File: src/hdl/assert_macros.svh
// Assertion macros shared by the track sector extractor modules.
// Each macro expects signals named clk and rst_n in the enclosing module.
`ifndef ASSERT_MACROS_SVH
`define ASSERT_MACROS_SVH

// A property that must hold at every clock edge outside reset.
`define FTS_ASSERT(lbl, prop, msg) \
  lbl: assert property (@(posedge clk) disable iff (!rst_n) (prop)) else $error(msg);

// A consequence that must hold in the same cycle as its trigger.
`define FTS_ASSERT_IMPL(lbl, ante, cons, msg) \
  lbl: assert property (@(posedge clk) disable iff (!rst_n) (ante) |-> (cons)) \
    else $error(msg);

// A consequence that must hold in the cycle after its trigger.
`define FTS_ASSERT_NEXT(lbl, ante, cons, msg) \
  lbl: assert property (@(posedge clk) disable iff (!rst_n) (ante) |=> (cons)) \
    else $error(msg);

`endif

File: src/hdl/fts_pkg.sv
// Package for the track sector extractor: field widths, mark bytes,
// result kind codes, the result bundle type and the CRC and position helpers.
package fts_pkg;

  localparam int POSITION_WIDTH = 16;
  localparam int OFFSET_W = 17;
  localparam int LEN_W = 11;
  localparam int COUNT_W = 9;
  localparam int POS_CALC_W = OFFSET_W + 4;

  localparam logic [7:0] MARK_ID = 8'hFE;
  localparam logic [7:0] MARK_DATA = 8'hFB;
  localparam logic [7:0] MARK_DELETED = 8'hF8;
  localparam logic [7:0] SYNC_BYTE = 8'hA1;
  localparam logic [15:0] CRC_POLY = 16'h1021;
  localparam logic [15:0] CRC_INIT = 16'hFFFF;

  localparam logic [OFFSET_W-1:0] OFFSET_MAX = '1;
  localparam logic [COUNT_W-1:0] COUNT_MAX = '1;
  localparam logic [POS_CALC_W-1:0] POS_MAX = POS_CALC_W'((64'd1 << POSITION_WIDTH) - 64'd1);

  // Result kinds; the same code indexes the pending mask of a bundle.
  localparam logic [1:0] KIND_DATA = 2'd0;
  localparam logic [1:0] KIND_DONE = 2'd1;
  localparam logic [1:0] KIND_DISCARD = 2'd2;
  localparam logic [1:0] KIND_EOT = 2'd3;

  typedef struct packed {
    logic [3:0]         mask;
    logic [7:0]         data_byte;
    logic [7:0]         id_track;
    logic [7:0]         id_head;
    logic [7:0]         id_sector;
    logic [7:0]         id_size;
    logic [15:0]        id_crc;
    logic [15:0]        bit_position;
    logic [LEN_W-1:0]   sector_length;
    logic [COUNT_W-1:0] sector_count;
  } fts_bundle_t;

  function automatic logic [15:0] crc_byte(input logic [15:0] crc_in, input logic [7:0] b);
    logic [15:0] c;
    c = crc_in ^ {b, 8'h00};
    for (int i = 0; i < 8; i++) begin
      c = c[15] ? ({c[14:0], 1'b0} ^ CRC_POLY) : {c[14:0], 1'b0};
    end
    return c;
  endfunction

  localparam logic [15:0] CRC_ID_MARK =
    crc_byte(crc_byte(crc_byte(crc_byte(CRC_INIT, SYNC_BYTE), SYNC_BYTE), SYNC_BYTE), MARK_ID);

  function automatic logic [15:0] pos_sat(input logic [OFFSET_W-1:0] offset);
    logic [POS_CALC_W-1:0] p;
    p = (POS_CALC_W'(offset) + POS_CALC_W'(1)) << 3;
    if (p > POS_MAX) begin
      p = POS_MAX;
    end
    return p[15:0];
  endfunction

  function automatic logic [LEN_W-1:0] sector_len(input logic [7:0] size_code);
    return LEN_W'(128) << size_code[1:0];
  endfunction

endpackage

File: src/hdl/fts_in_if.sv
// Input channel of the track sector extractor: one raw track byte per item.
// Uses no package.
interface fts_in_if;
  logic       valid;
  logic       ready;
  logic [7:0] flux_byte;
  logic       end_of_track;

  modport source(output valid, output flux_byte, output end_of_track, input ready);
  modport sink(input valid, input flux_byte, input end_of_track, output ready);
endinterface

File: src/hdl/fts_core.sv
// Track parsing state machine: mark hunting, ID capture with CRC, data count.
// Depends on fts_pkg, fts_in_if and assert_macros.svh.
`include "assert_macros.svh"

module fts_core
  import fts_pkg::*;
(
  input  logic        clk,
  input  logic        rst_n,
  fts_in_if.sink      in_ch,
  input  logic        can_load,
  output logic        load,
  output fts_bundle_t bnd
);

  localparam logic [1:0] PH_HUNT_ID = 2'd0;
  localparam logic [1:0] PH_ID = 2'd1;
  localparam logic [1:0] PH_HUNT_DATA = 2'd2;
  localparam logic [1:0] PH_DATA = 2'd3;

  logic [1:0]          phase_r, phase_nxt;
  logic [7:0]          id_r [4];
  logic [7:0]          id_nxt [4];
  logic [1:0]          idx_r, idx_nxt;
  logic [15:0]         crc_r, crc_nxt;
  logic [OFFSET_W-1:0] offset_r, offset_nxt;
  logic [15:0]         pos_r, pos_nxt;
  logic [LEN_W-1:0]    left_r, left_nxt, left_dec;
  logic [COUNT_W-1:0]  count_r, count_nxt;
  logic [7:0]          b;
  logic                in_fire;

  assign in_ch.ready = can_load;
  assign in_fire = in_ch.valid && can_load;
  assign load = in_fire;
  assign b = in_ch.flux_byte;
  assign left_dec = (left_r != '0) ? (left_r - LEN_W'(1)) : left_r;

  always_comb begin
    phase_nxt = phase_r;
    id_nxt = id_r;
    idx_nxt = idx_r;
    crc_nxt = crc_r;
    pos_nxt = pos_r;
    left_nxt = left_r;
    count_nxt = count_r;
    bnd = '0;

    unique case (phase_r)
      PH_HUNT_ID: begin
        if (b == MARK_ID) begin
          pos_nxt = pos_sat(offset_r);
          crc_nxt = CRC_ID_MARK;
          idx_nxt = '0;
          phase_nxt = PH_ID;
        end
      end
      PH_ID: begin
        id_nxt[idx_r] = b;
        crc_nxt = crc_byte(crc_r, b);
        idx_nxt = idx_r + 2'd1;
        if (idx_r == 2'd3) begin
          phase_nxt = PH_HUNT_DATA;
        end
      end
      PH_HUNT_DATA: begin
        if (b == MARK_DATA || b == MARK_DELETED) begin
          left_nxt = sector_len(id_r[3]);
          phase_nxt = PH_DATA;
        end
      end
      PH_DATA: begin
        bnd.mask[KIND_DATA] = 1'b1;
        bnd.data_byte = b;
        left_nxt = left_dec;
        if (left_dec == '0) begin
          bnd.mask[KIND_DONE] = 1'b1;
          bnd.id_track = id_r[0];
          bnd.id_head = id_r[1];
          bnd.id_sector = id_r[2];
          bnd.id_size = id_r[3];
          bnd.id_crc = crc_r;
          bnd.bit_position = pos_r;
          bnd.sector_length = sector_len(id_r[3]);
          if (count_r != COUNT_MAX) begin
            count_nxt = count_r + COUNT_W'(1);
          end
          phase_nxt = PH_HUNT_ID;
        end
      end
    endcase

    offset_nxt = (offset_r != OFFSET_MAX) ? (offset_r + OFFSET_W'(1)) : offset_r;

    if (in_ch.end_of_track) begin
      if (phase_nxt == PH_DATA) begin
        bnd.mask[KIND_DISCARD] = 1'b1;
      end
      bnd.mask[KIND_EOT] = 1'b1;
      bnd.sector_count = count_nxt;
      phase_nxt = PH_HUNT_ID;
      id_nxt = '{default: '0};
      idx_nxt = '0;
      crc_nxt = '0;
      offset_nxt = '0;
      pos_nxt = '0;
      left_nxt = '0;
      count_nxt = '0;
    end
  end

  always_ff @(posedge clk) begin
    if (!rst_n) begin
      phase_r <= PH_HUNT_ID;
      id_r <= '{default: '0};
      idx_r <= '0;
      crc_r <= '0;
      offset_r <= '0;
      pos_r <= '0;
      left_r <= '0;
      count_r <= '0;
    end else if (in_fire) begin
      phase_r <= phase_nxt;
      id_r <= id_nxt;
      idx_r <= idx_nxt;
      crc_r <= crc_nxt;
      offset_r <= offset_nxt;
      pos_r <= pos_nxt;
      left_r <= left_nxt;
      count_r <= count_nxt;
    end
  end

  `FTS_ASSERT_IMPL(a_data_left_nonzero, phase_r == PH_DATA, left_r != '0, "data phase with no bytes left")
  `FTS_ASSERT_NEXT(a_eot_clears, in_fire && in_ch.end_of_track, phase_r == PH_HUNT_ID && count_r == '0, "track end did not clear state")

endmodule

File: src/flat_wrapper.sv
// flat-port wrapper written by rule: the top's interface ports become plain ports
module fts_core_flat import fts_pkg::*;
  (clk, rst_n, can_load, load, bnd, in_ch_valid, in_ch_flux_byte, in_ch_end_of_track, in_ch_ready);
  fts_in_if in_ch_i ();
  input  logic clk;
  input  logic rst_n;
  input  logic can_load;
  output logic load;
  output fts_bundle_t bnd;
  input wire logic [$bits(in_ch_i.valid)-1:0] in_ch_valid;
  input wire logic [$bits(in_ch_i.flux_byte)-1:0] in_ch_flux_byte;
  input wire logic [$bits(in_ch_i.end_of_track)-1:0] in_ch_end_of_track;
  output wire logic [$bits(in_ch_i.ready)-1:0] in_ch_ready;
  assign in_ch_i.valid = in_ch_valid;
  assign in_ch_i.flux_byte = in_ch_flux_byte;
  assign in_ch_i.end_of_track = in_ch_end_of_track;
  assign in_ch_ready = in_ch_i.ready;
  fts_core u_core (.clk(clk), .rst_n(rst_n), .in_ch(in_ch_i), .can_load(can_load), .load(load), .bnd(bnd));
endmodule
File: config.mk
export PLATFORM = sky130hd
export DESIGN_NAME = fts_core_flat
export DESIGN_NICKNAME = d
export VERILOG_FILES = /design/src/hdl/fts_pkg.sv /design/src/hdl/fts_in_if.sv /design/src/hdl/fts_core.sv /design/src/flat_wrapper.sv
export VERILOG_INCLUDE_DIRS = /design/src /design/src/hdl
export SDC_FILE = /design/constraint.sdc
export NUM_CORES = 1
export LEC_CHECK = 0
export ABC_AREA = 1
export BUFFER_PORTS_ARGS = -buffer_cell sky130_fd_sc_hd__buf_2
export CAP_MARGIN = 10
export CELL_PAD_IN_SITES_DETAIL_PLACEMENT = 1
export CELL_PAD_IN_SITES_GLOBAL_PLACEMENT = 1
export CORE_AREA = 5 5 141 116
export DETAILED_ROUTE_END_ITERATION = 6
export DIE_AREA = 0 0 146 121
export GPL_ROUTABILITY_DRIVEN = 0
export GPL_TIMING_DRIVEN = 0
export HOLD_SLACK_MARGIN = 0.08
export MAX_ROUTING_LAYER = met4
export PLACE_DENSITY = 0.81
export SYNTH_ARGS = -nofsm -noshare
export SYNTH_HDL_FRONTEND = slang
export SYNTH_SLANG_ARGS = --single-unit
File: constraint.sdc
create_clock -name clk -period 5.1 [get_ports clk]
set_clock_uncertainty 0.2 [all_clocks]
set_input_delay 0 -clock clk [delete_from_list [all_inputs] [get_ports clk]]
set_output_delay 0 -clock clk [all_outputs]
set_load 0.03 [all_outputs]
==> results of run 1 <==
metal layers:
metal,vias up,global-route usage,wire length (microns)
li1,3257,-,-
met1,3132,0.321,10000
met2,133,0.395,9550
met3,14,0.0373,827
met4,0,0.0517,217
met5,-,-,0
kinds of logic (layout without fill, tap and decap cells):
kind of cell    count (synthesis)  in the layout  synth area share
simple gates                  433            433             0.305
compound gates                191            191             0.172
buf+inv                       189            315             0.137
flops                         103            103             0.341
xor+xnor                       19             19            0.0276
fa+ha+maj                       8              8            0.0166
other cells                     1              7          0.000621
power breakdown:
group          switching [W]  internal, W
logic               0.000136    0.0000628
clock network       0.000317     0.000428
registers          0.0000141     0.000822
stage by stage:
stage               cells  cell area [sq um]  total power [W]
floorplan             950               6060         0.000987
global placement     1241               6810          0.00104
detailed placement   1241               6810          0.00104
CTS                  1265               7210          0.00179
global route         1265               7210          0.00185
finish               1265               7210          0.00178
sequential cells by signal, indices dropped and copies added, names as in the netlist:
| register | flops |
|---|---|
| u_core.count_r | 9 |
| u_core.crc_r | 16 |
| u_core.id_r | 32 |
| u_core.idx_r | 2 |
| u_core.left_r | 11 |
| u_core.offset_r | 17 |
| u_core.phase_r | 2 |
| u_core.pos_r | 14 |
cell type report:
class                   count  area (sq um)  area share
clock buffers              11           233      0.0323
plain buffers              54           320      0.0444
multi-input cells         658          3170       0.440
flip-flops and latches    103          2060       0.286
inverters                 135           507      0.0703
well taps                 189           236      0.0328
repair buffers            112           611      0.0847
clock inverters             3          68.8     0.00955
critical path, stage by stage (launching register included):
cell	delay (ns)
dfxtp_1	0.32
inv_1	0.24
ha_1	0.30
nand2_2	0.14
nor2_4	0.16
nand4_1	0.11
nand2_1	0.12
inv_1	0.06
nor2_1	0.16
nand3_1	0.10
nor2_1	0.19
nand3_4	0.26
buf_6	0.24
nor2_1	0.17
buf_4	0.14
buf_2	0.18
path summary, 6_finish.rpt:
| check | start | end |
|---|---|---|
| setup / recovery | u_core.left_r[0] | bnd[21] |
| hold / removal | in_ch_valid | u_core.offset_r[16] |
| setup reg to reg | u_core.offset_r[0] | u_core.pos_r[13] |
| hold reg to reg | u_core.id_r[4] | u_core.id_r[4] |
synth_stat cells (2+ instances only):
cell type  instances
o21ai_0           48
nand3b_1           2
nand2_1          217
nor2_4             2
dfxtp_1          103
nand4_1           11
o21ai_1            4
xor2_1             9
nor3_1            11
nor2_2             3
buf_1              6
or2_2              5
buf_2              2
xnor2_1           10
ha_1               8
buf_6              8
buf_4             11
a21oi_1          102
nor2_1           123
nor4_1             4
inv_2              5
a31oi_1           16
inv_1            129
a211oi_1          11
o311ai_0           3
clkbuf_1          25
nand4_2            2
nand3_1           48
==> run summary, run 1 <==
Worst setup EP type: primary output
Die ar.: 17700 sq um
Global-route wire length before repair: 34.0 mm
Setup Crit Path Kind: register to primary output
Post-synthesis instance total: 944
Hold WS: 0.0932 ns
Setup bufs post-CTS: 0
Synth cell types: 44
Die Wd: 146 microns
Status: finished, final reports clean
Worst-case reg-to-reg path depth: 15
Inserted Clock Buffers: 9
Final Core Density: 0.488
Flop and latch count out of synthesis: 103
Critical path launch point type: register
Clock latency on the worst-skew pair: 0.36 ns
Vias per std cell: 5.17
GR Util All Layers: 0.242
Die height: 121 microns
Worst-Margin Slew: 0.778 ns
Sink Count: 103
Synth async-reset ratio: 0
Via count: 6536
Post-DRT Antenna Nets: 0
Layout cells sized above 1: 0.148
Fmax: 0.291 GHz
Reg clk slew, reported paths: 0.07 ns
Max Buffers Root-to-Sink: 2
Vias in the first global route: 6677
Place WS: 1.78 ns
Final Max Tran Viols: 0
Peak supply drop: 173 uV
# DRC: 0
Relative slew slack: 0.477
Commonest non-fill, non-tap cell in the layout: nand2_1
WL per Instance: 16.3 microns
Largest net degree at the start of global routing: 16
Hold path cells: 5
Mapped cell area: 6040 sq um
Post-synth top area cell: dfxtp_1
Critical path peak fanout: 10
# H-tree levels: 3
Gr ovfl total: 0
P_leak: 3.15 nW
CTS-repair resized insts: 0
Warning count from the yosys run: 0
Initial Util: 0.409
Hold_buf cts: 10
Most frequent cells in the layout: nand2_1, inv_1, nor2_1
# IOs: 111
Initial antenna violation count: 0
Worst Path Required: 4.90 ns
Final hold violation count: 0
Detailed Route WL: 20.6 mm
Num rows: 40
Fillcell total: 2083
Final WS setup: 1.66 ns
PortBufs: 102
Max-capacitance violation count: 0
R2R Setup Slk: 1.73 ns
Final Cycle Share: 0.674
Post-Syn Area per Cell: 6.40 sq um
Signal arrival time at the worst endpoint: 3.24 ns
Final setup vio count: 0
Drt first pass iters: 5
Min Tclk post-route: 3.44 ns
EDFF count, synth: 0
Area grow syn2layout: 19.4%
Drt first-iter violations: 366
Hpwl dp: 15.6 mm
RSZ-0062 raised after global routing: no
Top cell type's share of synthesized area: 0.341
Top cells by area, synth: dfxtp_1, nand2_1, a21oi_1
PwrDens: 247 nW/um^2
Min-delay worst type: input pin to register
Root buffer cell: clkbuf_16
ANT cells: 0
Core Region: 14800 sq um
Post-synthesis sequential area ratio: 0.341
Final TNS setup: 0 ns
Final net count: 1094
CTS tree: done
Main synth FF type: dfxtp_1
Power figures use the tool's default switching activity.
==> inputs of run 2 (changes only) <==
Settings changed: ABC_AREA 1 to 0, CORE_AREA 5 5 141 116 to 5 5 140 116, DIE_AREA 0 0 146 121 to 0 0 145 121, PLACE_DENSITY 0.81 to 0.76.
Clock period 5.1 ns to 3.45 ns, I/O delays scaled along.
==> run 2 against run 1 <==
Worst hold slack improved by 0.0075 ns. Power is 37% higher. Critical endpoint is now bnd[7]. Core utilization is 2.2 points higher. First-iteration DRC count grew 21%. Synthesized cell count is 20% lower. Critical path type unchanged. Register-to-register slack got worse by 1.6 ns. Highest routed layer unchanged. Non-clock buffer count rose by 21. Worst setup slack lost 1.6 ns. Global-route usage up 0.22 points. Largest cell class unchanged. Die area fell by 0.68%.
==> run summary, run 2 <==
Status: finished, final reports clean
Max-capacitance violation count: 0
Warning count from the yosys run: 0
Min Tclk post-route: 3.40 ns
WL per Instance: 20.1 microns
Via count: 6284
Largest net degree at the start of global routing: 21
# IOs: 111
Worst-case reg-to-reg path depth: 9
Layout cells sized above 1: 0.200
Initial Util: 0.401
Peak supply drop: 257 uV
Max Buffers Root-to-Sink: 2
Comb pwr share: 0.081
Top cell type's share of synthesized area: 0.350
Vias in the first global route: 6386
Switching Power: 0.000679 W
Detailed Route WL: 21.8 mm
Die height: 121 microns
Inserted Clock Buffers: 9
Clock network power share: 0.430
# H-tree levels: 3
Final setup vio count: 0
Worst setup EP type: primary output
ANT cells: 0
Num rows: 40
# DRC: 0
Commonest non-fill, non-tap cell in the layout: dfxtp_1
GR Util All Layers: 0.244
Worst Path Required: 3.25 ns
Hold path cells: 3
Drt first-iter violations: 442
Synth cell types: 65
Mapped cell area: 5890 sq um
Largest register FFs: 32
Post-DRT Antenna Nets: 0
Dpl cell area: 6660 sq um
Switching part of the total: 0.278
Design Area, Final: 7480 sq um
Worst-Margin Slew: 0.787 ns
Flop and latch count out of synthesis: 103
Setup Crit Path Kind: register to primary output
Post-synth top area cell: dfxtp_1
P_int: 0.00176 W
Top cells by count, synth: dfxtp_1, a21oi_1, nand2_1, and2_1, nor2_1
Count leader, synth: dfxtp_1
Main synth FF type: dfxtp_1
Initial antenna violation count: 0
Fmax: 0.294 GHz
Final net count: 912
Final Cycle Share: 0.986
Setup crit start: u_core.left_r[6]
Sink Count: 103
Final hold violation count: 0
Relative slew slack: 0.476
EDFF count, synth: 0
Final Max Tran Viols: 0
Pwr Total: 0.00244 W
Vias per std cell: 5.79
P_leak: 3.04 nW
PortBufs: 102
Most frequent cells in the layout: dfxtp_1, a21oi_1, nand2_1
Area grow syn2layout: 27.1%
Clock latency on the worst-skew pair: 0.37 ns
Global-route wire length before repair: 34.0 mm
Core Region: 14700 sq um
Gr ovfl total: 0
Top cells by area, synth: dfxtp_1, and2_1, a21oi_1
Reg power frac: 0.489
Reg clk slew, reported paths: 0.08 ns
Hpwl dp: 15.2 mm
Signal arrival time at the worst endpoint: 3.20 ns
Post-synthesis sequential area ratio: 0.350
Largest register by flop count: u_core.id_r
Drt first pass iters: 4
Min-delay worst type: input pin to register
CTS tree: done
Root buffer cell: clkbuf_16
Critical path peak fanout: 9
Critical path launch point type: register
Worst R2R Start: u_core.left_r[6]
Die ar.: 17500 sq um
Post-synthesis instance total: 751
PwrDens: 326 nW/um^2
Worst Hold Launch: in_ch_end_of_track
Top flop regs: u_core.id_r (32), u_core.offset_r (17), u_core.crc_r (16)
Post-Syn Area per Cell: 7.84 sq um
Die Wd: 145 microns
Synth async-reset ratio: 0
## run 2: layout make-up
class / count / area [sq um]
Buffer: 61 / 358
Clock buffer: 9 / 225
Clock inverter: 7 / 71.3
Fill cell: 1795 / 7180
Inverter: 18 / 67.6
Multi-Input combinational cell: 572 / 3580
Sequential cell: 103 / 2060
Tap cell: 189 / 236
Timing Repair Buffer: 126 / 883
## run 2: worst paths after layout
check | end | slack [ns]
max | bnd[7] | 0.05
min reg2reg | u_core.pos_r[3] | 0.25
max reg2reg | u_core.count_r[2] | 0.16
min | u_core.offset_r[10] | 0.10
## run 2: critical path: stages (launching register included)
cell and delay (ns):
dfxtp_2 0.37, or4_4 0.54, buf_6 0.16, o31a_1 0.32
o31ai_4 0.38, and4bb_4 0.36, or3b_4 0.40, a21oi_2 0.15
buf_6 0.15
## run 2: timing repair
| item | CTS | global route |
|---|---|---|
| pin swaps | 3 | 7 |
| hold buffers | 13 | 0 |
| buffers inserted | 3 | 7 |
| cloned | 0 | 1 |
| gates resized for setup | 24 | 123 |
| endpoints found under the setup margin | 104 | 93 |
| endpoints found under the hold margin | 39 | 0 |
## run 2: cell families after synthesis
logic type	after synthesis	synth area share
other	1	0.000637
AND/OR/NAND/NOR	315	0.288
adder cells (fa/ha/maj)	8	0.0170
buffers and inverters	82	0.0629
multiplexers	2	0.00361
flip-flops	103	0.350
AO/OA/AOI/OAI	201	0.219
XOR/XNOR	39	0.0580
## run 2: power by group through the flow
stage	Sequential (W)	Clock, W	Combinational, W
final	0.00119	0.00105	0.000197
after global routing	0.00119	0.00111	0.000212
after CTS	0.00119	0.00106	0.000190
after detailed placement	0.00122	0	0.000176
after global placement	0.00122	0	0.000172
after floorplan	0.00122	0	0.000116
## run 2: metrics by stage
stage | std cells | utilization | TNS (ns) | hold slack, ns | setup WS, ns
after floorplan | 757 | - | 0 | -0.0683 | 0.301
after global placement | 1048 | 0.454 | -3.67 | 0.0548 | -0.194
after detailed placement | 1048 | 0.454 | -12.49 | 0.0539 | -0.342
after CTS | 1079 | 0.490 | -0.0369 | 0.0890 | -0.0369
after global routing | 1085 | 0.510 | -0.123 | 0.128 | -0.0467
final | 1085 | 0.510 | 0 | 0.101 | 0.0469
## run 2: per-layer routing
layer	wire length (microns)	GRT usage	vias to the layer above
li1	-	-	2944
met1	10100	0.321	3086
met2	10300	0.380	222
met3	1170	0.0553	32
met4	280	0.0700	0
met5	0	-	-
==> inputs of run 3 (changes only) <==
==> constraint.sdc (replaced) <==
create_clock -name clk -period 3.45 [get_ports clk]
set_clock_uncertainty 0.2 [all_clocks]
set_input_delay 0.1725 -clock clk [delete_from_list [all_inputs] [get_ports clk]]
set_output_delay 0.1725 -clock clk [all_outputs]
set_load 0.03 [all_outputs]
==> run 3 against run 2 <==
The run now ends with setup timing left. Sequential power barely moved. Worst hold slack improved by 0.015 ns. Combinational power barely moved. Clock power barely moved. Register-to-register slack improved by 0.05 ns. Sequential share of layout area fell by 0.094 points. Cell count rose by 0.55%. Via count barely moved. Routed wire length rose by 0.73%. Final area rose by 1.3%. Non-clock buffer count rose by 5. Worst setup slack got worse by 0.095 ns. Critical endpoint unchanged. Largest power group unchanged.
==> run summary, run 3 (synthesized netlist as in run 2, its figures left out) <==
Final WS setup: -0.0478 ns
ANT cells: 0
Dpl cell area: 6660 sq um
Worst r2r dst: u_core.pos_r[13]
Largest register by flop count: u_core.id_r
Inserted Clock Buffers: 9
Initial Util: 0.401
Largest net degree at the start of global routing: 21
Core Region: 14700 sq um
Sink Count: 103
GR Util All Layers: 0.248
Signal arrival time at the worst endpoint: 3.13 ns
Root buffer cell: clkbuf_16
P_leak: 3.06 nW
Via count: 6290
Setup crit start: u_core.left_r[2]
Detailed Route WL: 22.0 mm
Layout cells sized above 1: 0.222
Die ar.: 17500 sq um
Final Max Tran Viols: 0
Hold path cells: 3
Failing checks: setup timing
PortBufs: 102
# IOs: 111
Crit path capture: bnd[7]
Drt first-iter violations: 441
Worst R2R Start: u_core.offset_r[3]
# DRC: 0
Place WS: -0.435 ns
Worst-case reg-to-reg path depth: 11
Most frequent cells in the layout: dfxtp_1, buf_4, a21oi_1
Initial antenna violation count: 0
Fmax: 0.286 GHz
Design Area, Final: 7580 sq um
Die Wd: 145 microns
# H-tree levels: 3
Drt first pass iters: 5
Multi-input logic area: 3610 sq um
Final setup vio count: 2
Worst setup EP type: primary output
Clock latency on the worst-skew pair: 0.37 ns
Setup Crit Path Kind: register to primary output
Critical path peak fanout: 6
Max-capacitance violation count: 0
RSZ-0062 raised after global routing: yes
Gr ovfl total: 0
Final net count: 918
Commonest non-fill, non-tap cell in the layout: dfxtp_1
CTS tree: done
Final Cycle Share: 1.01
Num rows: 40
PwrDens: 321 nW/um^2
Status: complete, but fails checks
Min-delay worst type: input pin to register
Fillcell total: 1811
Final hold violation count: 0
Peak supply drop: 241 uV
Reg clk slew, reported paths: 0.08 ns
R2R Setup Slk: 0.21 ns
Largest register FFs: 32
WL per Instance: 20.2 microns
Min Tclk post-route: 3.50 ns
Die height: 121 microns
Worst Path Required: 3.08 ns
Global-route wire length before repair: 34.6 mm
Max Buffers Root-to-Sink: 2
Top flop regs: u_core.id_r (32), u_core.offset_r (17), u_core.crc_r (16)
Worst-Margin Slew: 0.760 ns
Hpwl dp: 15.2 mm
Register Area: 2080 sq um
Vias in the first global route: 6415
Relative slew slack: 0.493
Critical path launch point type: register
Post-DRT Antenna Nets: 0
Area grow syn2layout: 28.7%
Vias per std cell: 5.77
[run 3: cell types whose count changed in the layout (fill, tap and decap cells not counted), sizes merged]
| cell | before | now |
|---|---|---|
| clkinvlp | 2 | 3 |
| inv | 20 | 19 |
| clkbuf | 56 | 59 |
| dlygate4sd3 | 13 | 6 |
| buf | 127 | 136 |
| nand4b | 3 | 4 |
[run 3: worst max-delay path, stage by stage, from the launching register on]
cell and delay [ns]:
dfxtp_4 0.37, or4_4 0.57, buf_6 0.15, o41ai_4 0.36
o2111ai_2 0.19, and4bb_4 0.40, or3b_4 0.40, a21oi_2 0.16
buf_6 0.15
[run 3: stage by stage]
step / setup TNS (ns) / utilization / hold slack [ns] / std cells / total power [W]
2_1_floorplan: 0 / - / 0.183 / 757 / 0.00134
3_3_place_gp: -11.90 / 0.454 / 0.235 / 1048 / 0.00139
3_5_place_dp: -25.15 / 0.454 / 0.240 / 1048 / 0.00140
4_1_cts: -0.0402 / 0.504 / 0.0830 / 1079 / 0.00244
5_1_grt: -6.27 / 0.517 / 0.118 / 1091 / 0.00252
6_report: -0.0494 / 0.517 / 0.116 / 1091 / 0.00243
[run 3: metal layers]
| layer | vias to the layer above | share of wire | GRT usage |
|---|---|---|---|
| met5 | - | 0 | - |
| met4 | 0 | 0.015 | 0.0653 |
| met3 | 34 | 0.058 | 0.0575 |
| met2 | 222 | 0.47 | 0.386 |
| met1 | 3072 | 0.46 | 0.327 |
| li1 | 2962 | - | - |
[run 3: power breakdown]
part | internal, W | leakage [nW] | switching (W)
Combinational | 0.0000580 | 2.09 | 0.000139
Sequential | 0.00119 | 0.835 | 0.00000251
Clock | 0.000512 | 0.139 | 0.000535
[run 3: layout make-up]
type,instances,area share
tap,189,0.0312
clock buffer,9,0.0297
sequential,103,0.275
timing repair buffer,133,0.122
inverter,18,0.00941
clock inverter,7,0.00941
multi-input combinational,573,0.477
buffer,59,0.0469
[run 3: repair_timing]
action / in CTS / in global routing
hold buffers: 6 / 0
gates resized for setup: 100 / 33
hold endpoints to repair: 19 / 0
gates cloned: 1 / 1
setup buffers: 11 / 13
pin swaps: 8 / 11
endpoints found under the setup margin: 105 / 98
[run 3: worst min path at each step]
stage	slack, ns	to	from
after detailed placement	0.24	u_core.id_r[5]	u_core.id_r[5]
after global placement	0.23	u_core.pos_r[8]	u_core.pos_r[8]
after floorplan	0.18	u_core.id_r[10]	in_ch_flux_byte[2]
after CTS	0.08	u_core.id_r[9]	in_ch_flux_byte[1]
after global routing	0.12	u_core.id_r[17]	in_ch_flux_byte[1]
final	0.12	u_core.id_r[9]	in_ch_flux_byte[1]
